### src/hw/rtl/shd_pkg.sv
// Shared constants, types and state encoding of the static Huffman decoder.
`default_nettype none
package shd_pkg;
    localparam int SYMBOLS    = 256;
    localparam int COUNT_BITS = 24;
    localparam int NODES      = 2 * SYMBOLS;
    localparam int IDX_W      = $clog2(NODES);
    localparam int TOT_W      = IDX_W + 1;
    localparam int SYM_W      = 8;
    localparam int PFX_W      = $clog2(COUNT_BITS + 1);
    localparam int WGT_W      = 32;
    localparam int DIM_W      = 16;
    localparam int MAX_PREFIX = COUNT_BITS - 2;
    localparam int ROOT       = NODES - 2;
    localparam int BIT_CNT_W  = 4;

    localparam logic CFG_WIDTH  = 1'b0;
    localparam logic CFG_HEIGHT = 1'b1;

    typedef enum logic [3:0] {
        S_IN_HDR,
        S_HDR,
        S_SCAN,
        S_M1,
        S_M2,
        S_M3,
        S_IN_WALK,
        S_WRD,
        S_WUSE,
        S_FLUSH_W,
        S_FLUSH_D,
        S_DONE
    } t_state;

    typedef struct packed {
        logic load_byte;
        logic hdr_step;
        logic scan_start;
        logic scan_step;
        logic merge1;
        logic merge2;
        logic merge3;
        logic walk_step;
        logic flush;
    } t_cmd;

    typedef struct packed {
        logic hdr_err;
        logic count_done;
        logic bits_one;
        logic bits_zero;
        logic scan_end;
        logic build_last;
        logic target_zero;
        logic leaf;
        logic fin;
        logic pend_v;
        logic out_free;
    } t_sts;
endpackage
`default_nettype wire

### src/hw/rtl/shd_ctrl.sv
// Sequencer: header bits, tree build scan and merge, tree walk, result flush.
`default_nettype none
module shd_ctrl (
    input  wire logic          i_clk,
    input  wire logic          i_rst_n,
    input  wire logic          i_in_valid,
    input  shd_pkg::t_sts      i_sts,
    output shd_pkg::t_cmd      o_cmd,
    output logic               o_in_ready
);
    shd_pkg::t_state r_state;
    shd_pkg::t_state n_state;

    always_ff @(posedge i_clk) begin
        if (!i_rst_n) begin
            r_state <= shd_pkg::S_IN_HDR;
        end else begin
            r_state <= n_state;
        end
    end

    always_comb begin
        n_state    = r_state;
        o_cmd      = '0;
        o_in_ready = r_state inside {shd_pkg::S_IN_HDR, shd_pkg::S_IN_WALK, shd_pkg::S_DONE};
        case (r_state)
            shd_pkg::S_IN_HDR: begin
                if (i_in_valid) begin
                    o_cmd.load_byte = 1'b1;
                    n_state = shd_pkg::S_HDR;
                end
            end
            shd_pkg::S_HDR: begin
                o_cmd.hdr_step = 1'b1;
                if (i_sts.hdr_err) begin
                    n_state = shd_pkg::S_FLUSH_D;
                end else if (i_sts.count_done) begin
                    o_cmd.scan_start = 1'b1;
                    n_state = shd_pkg::S_SCAN;
                end else if (i_sts.bits_one) begin
                    n_state = shd_pkg::S_IN_HDR;
                end
            end
            shd_pkg::S_SCAN: begin
                o_cmd.scan_step = 1'b1;
                if (i_sts.scan_end) begin
                    n_state = shd_pkg::S_M1;
                end
            end
            shd_pkg::S_M1: begin
                o_cmd.merge1 = 1'b1;
                n_state = shd_pkg::S_M2;
            end
            shd_pkg::S_M2: begin
                o_cmd.merge2 = 1'b1;
                n_state = shd_pkg::S_M3;
            end
            shd_pkg::S_M3: begin
                o_cmd.merge3 = 1'b1;
                if (!i_sts.build_last) begin
                    o_cmd.scan_start = 1'b1;
                    n_state = shd_pkg::S_SCAN;
                end else if (i_sts.target_zero) begin
                    n_state = shd_pkg::S_DONE;
                end else if (i_sts.bits_zero) begin
                    n_state = shd_pkg::S_IN_WALK;
                end else begin
                    n_state = shd_pkg::S_WRD;
                end
            end
            shd_pkg::S_IN_WALK: begin
                if (i_in_valid) begin
                    o_cmd.load_byte = 1'b1;
                    n_state = shd_pkg::S_WRD;
                end
            end
            shd_pkg::S_WRD: begin
                n_state = shd_pkg::S_WUSE;
            end
            shd_pkg::S_WUSE: begin
                // hold when a leaf must push the pending result out but the output is full
                if (!(i_sts.leaf && i_sts.pend_v && !i_sts.out_free)) begin
                    o_cmd.walk_step = 1'b1;
                    if (i_sts.leaf && i_sts.fin) begin
                        n_state = shd_pkg::S_FLUSH_D;
                    end else if (i_sts.bits_one) begin
                        n_state = shd_pkg::S_FLUSH_W;
                    end else begin
                        n_state = shd_pkg::S_WRD;
                    end
                end
            end
            shd_pkg::S_FLUSH_W: begin
                if (!i_sts.pend_v) begin
                    n_state = shd_pkg::S_IN_WALK;
                end else if (i_sts.out_free) begin
                    o_cmd.flush = 1'b1;
                    n_state = shd_pkg::S_IN_WALK;
                end
            end
            shd_pkg::S_FLUSH_D: begin
                if (!i_sts.pend_v) begin
                    n_state = shd_pkg::S_DONE;
                end else if (i_sts.out_free) begin
                    o_cmd.flush = 1'b1;
                    n_state = shd_pkg::S_DONE;
                end
            end
            shd_pkg::S_DONE: begin
                n_state = shd_pkg::S_DONE;
            end
            default: begin
                n_state = shd_pkg::S_IN_HDR;
            end
        endcase
    end
endmodule
`default_nettype wire

### config.mk
export PLATFORM = sky130hd
export DESIGN_NAME = shd_ctrl
export DESIGN_NICKNAME = d
export VERILOG_FILES = /design/src/hw/rtl/shd_pkg.sv /design/src/hw/rtl/shd_ctrl.sv
export SDC_FILE = /design/constraint.sdc
export NUM_CORES = 1
export LEC_CHECK = 0
export BUFFER_PORTS_ARGS = -buffer_cell sky130_fd_sc_hd__buf_2
export CAP_MARGIN = 20
export CORE_MARGIN = 5
export CORE_UTILIZATION = 30
export CTS_BUF_LIST = sky130_fd_sc_hd__clkbuf_16
export DETAILED_ROUTE_END_ITERATION = 7
export PLACE_DENSITY = 0.55
export SLEW_MARGIN = 30
export SYNTH_ARGS = -nofsm -noshare
export SYNTH_HDL_FRONTEND = slang
export SYNTH_SLANG_ARGS = --single-unit
### constraint.sdc
create_clock -name i_clk -period 2.8 [get_ports i_clk]
set_input_delay 0.14 -clock i_clk [delete_from_list [all_inputs] [get_ports i_clk]]
set_output_delay 0.14 -clock i_clk [all_outputs]
set_load 0.03 [all_outputs]
==> qor.yml <==
run_status:
  status: "complete, no violations"
routing:
  postRouteAntennaNets: 0
  drc: 0
  wl_per_cell_um: 12.2
  drtPass1Iterations: 4
  routed_wl_um: 1460
  via_per_inst: 5.07
  vias: 608
  drt_iter0_drc: 15
yosys:
  ys_async_sr_fraction: 0
  synth_edf_count: 0
  ys_seq_elements: 4
  syn-instance-count: 73
  synth.avg_cell_area_um2: 7.25
  yosysTopAreaCell: "dfxtp_1"
  synth_area_um2: 529
  yosysSeqAreaShare: 0.151
  synth_top_area_share: 0.151
  synth_area_leaders: "dfxtp_1 15%, a21oi_1 7.6%, nor3_1 5.7%, nor2_1 5.7%, nand2b_1 4.7%"
  synth_cell_type_count: 32
  synthTopCellsByCount: "8 x a21oi_1, 8 x nor2_1, 6 x nor3_1"
  syn_nets: 87
  yosysWarningCount: 0
  synthFlopType: "dfxtp_1"
floorplanning:
  rows: 15
  dieHeight_um: 52
  ios: 24
  start_util: 0.310
  die_area_um2: 2700
  core_um2: 1710
  fp.dieW_um: 52
timing:
  fin_worst_skew_ns: 0.000731
  period_share: 0.662
  rsz0062_at_grt: "false"
  hold_violations: 0
  setup_viol: 0
  clock.fmax_mhz: 540
  tns_ns: 0
  drv_slew: 0
  worst-slew-pin-transition_ns: 0.523
  max_slew_margin: 0.651
  post-route-min-period_ns: 1.85
job:
  drv_cap: 0
min_path:
  hold_class: "in -> reg"
critical_path:
  cp_slowest_stage_delay_ns: 0.63
  arrival_ns: 1.94
  r2r_cells: 5
  crit_start: "r_state[0]"
  slowest_stage: "dfxtp_1"
  critPathLaunchType: "flip-flop"
  reg2reg_from: "r_state[0]"
  path_max_fanout: 16
  endpoint_kind: "flip-flop"
  worstSetupPathType: "reg -> reg"
  critPathRequiredTime_ns: 2.89
  crit_end: "r_state[0]"
  reg2reg_to: "r_state[0]"
  r2r_slack_ns: 0.95
  cp_cell_sequence: "nand2b_1 > nand2b_4 > or4b_4 > a21oi_1 > a311oi_2"
pwr:
  clkPwrFrac: 0.255
  swShare: 0.479
  switchingPower_w: 0.000417
  p_per_area_nw_per_um2: 1200
  pwr-share-seq: 0.194
  comb_power_share: 0.551
  p_int_w: 0.000453
  ir_drop_uv: 409
  p_leak_nw: 0.321
clocking:
  cts_resized: 0
  numClockSinks: 4
  cts_buffers: 3
  postCtsSetupBuffers: 0
  clock_latency_ns: 0.22
  holdBufCountCts: 0
  cts-root-buf: "clkbuf_16"
  cts_max_level: 1
  cts_tree: "done"
  clock_path_buffers: 2
  path_clk_slew_ns: 0.03
final_layout:
  largestRegisters: "r_state x4"
  drive_gt1_frac: 0.347
  antenna_cells: 0
  syn_to_final_growth_pct: 37.1
  largest_register_ff_count: 4
  nNetsFinal: 111
  finalNonFillerCells: 120
  regMostFlops: "r_state"
global_route:
  grt_pass1_vias: 500
  antenna_found_initial: 0
  grt_max_degree: 17
  globalRoute.totalOverflow: 0
  grt_usage: 0.114
  grt_pass1_wl_um: 2240
placed_design:
  port_buffers: 23
  place_congestion: 0.759
  dp.cells: 117
  hpwlAfterDp_um: 1090
-- worst min-delay path by stage --
stage	startpoint	end	slack, ns	cells past startpoint
after floorplan	i_rst_n	r_state[2]	0.29	2
after global placement	i_rst_n	r_state[2]	0.41	3
after detailed placement	i_rst_n	r_state[2]	0.42	3
after CTS	i_rst_n	r_state[2]	0.19	3
after global routing	i_rst_n	r_state[1]	0.24	3
final	i_rst_n	r_state[2]	0.19	3
-- placed cells by master (no fill, tap or decap), drive strengths merged, types with 3 or more instances in the layout --
| cell | synthesis | layout |
|---|---|---|
| buf | 4 | 23 |
| a21oi | 9 | 9 |
| nor2 | 8 | 8 |
| nor3 | 6 | 6 |
| nand2b | 6 | 6 |
| inv | 5 | 5 |
| nand2 | 5 | 5 |
| dfxtp | 4 | 4 |
| nor2b | 3 | 3 |
| clkbuf | 0 | 3 |
| o21ai | 3 | 3 |
-- worst max-delay path: cells and delay by family, from the launching register on --
kind,cells,cell delay [ns]
compound gates,2,0.23
flops,1,0.63
simple gates,3,0.86
-- power by group through the flow --
| stage | clock, W | combinational (W) | sequential [W] |
|---|---|---|---|
| after floorplan | 0 | 0.000441 | 0.000103 |
| final | 0.000222 | 0.000479 | 0.000169 |
| after global placement | 0 | 0.000479 | 0.000171 |
| after CTS | 0.000225 | 0.000480 | 0.000168 |
| after detailed placement | 0 | 0.000477 | 0.000168 |
| after global routing | 0.000233 | 0.000526 | 0.000178 |
-- layer usage --
layer	up-vias	track usage	part of all wire
met4	0	0.0655	0
met5	-	0	0
li1	314	-	-
met3	0	0.0315	0.075
met2	21	0.155	0.46
met1	273	0.157	0.47
-- kinds of logic after synthesis --
| family | after synthesis | share of synthesized area |
|---|---|---|
| flip-flops | 4 | 0.151 |
| AO/OA/AOI/OAI | 23 | 0.310 |
| XOR/XNOR | 2 | 0.0331 |
| buffers and inverters | 9 | 0.0827 |
| AND/OR/NAND/NOR | 35 | 0.423 |
-- layout make-up --
type	count	area (um^2)
inverter	5	18.8
sequential	4	80.1
fill	187	982
timing repair buffer	23	115
clock buffer	3	75.1
multi-input combinational	60	405
tap	25	31.3
-- per-stage QoR --
step,cell area (um^2),power (W),setup WS (ns),util,hold WS (ns)
3_5_place_dp,651,0.000646,0.959,0.381,0.418
6_report,726,0.000869,0.947,0.425,0.187
2_1_floorplan,529,0.000544,0.518,-,0.287
5_1_grt,726,0.000937,0.799,0.425,0.241
3_3_place_gp,651,0.000649,0.972,0.381,0.412
4_1_cts,726,0.000874,0.953,0.425,0.189
(Power assumes the default switching activity.)
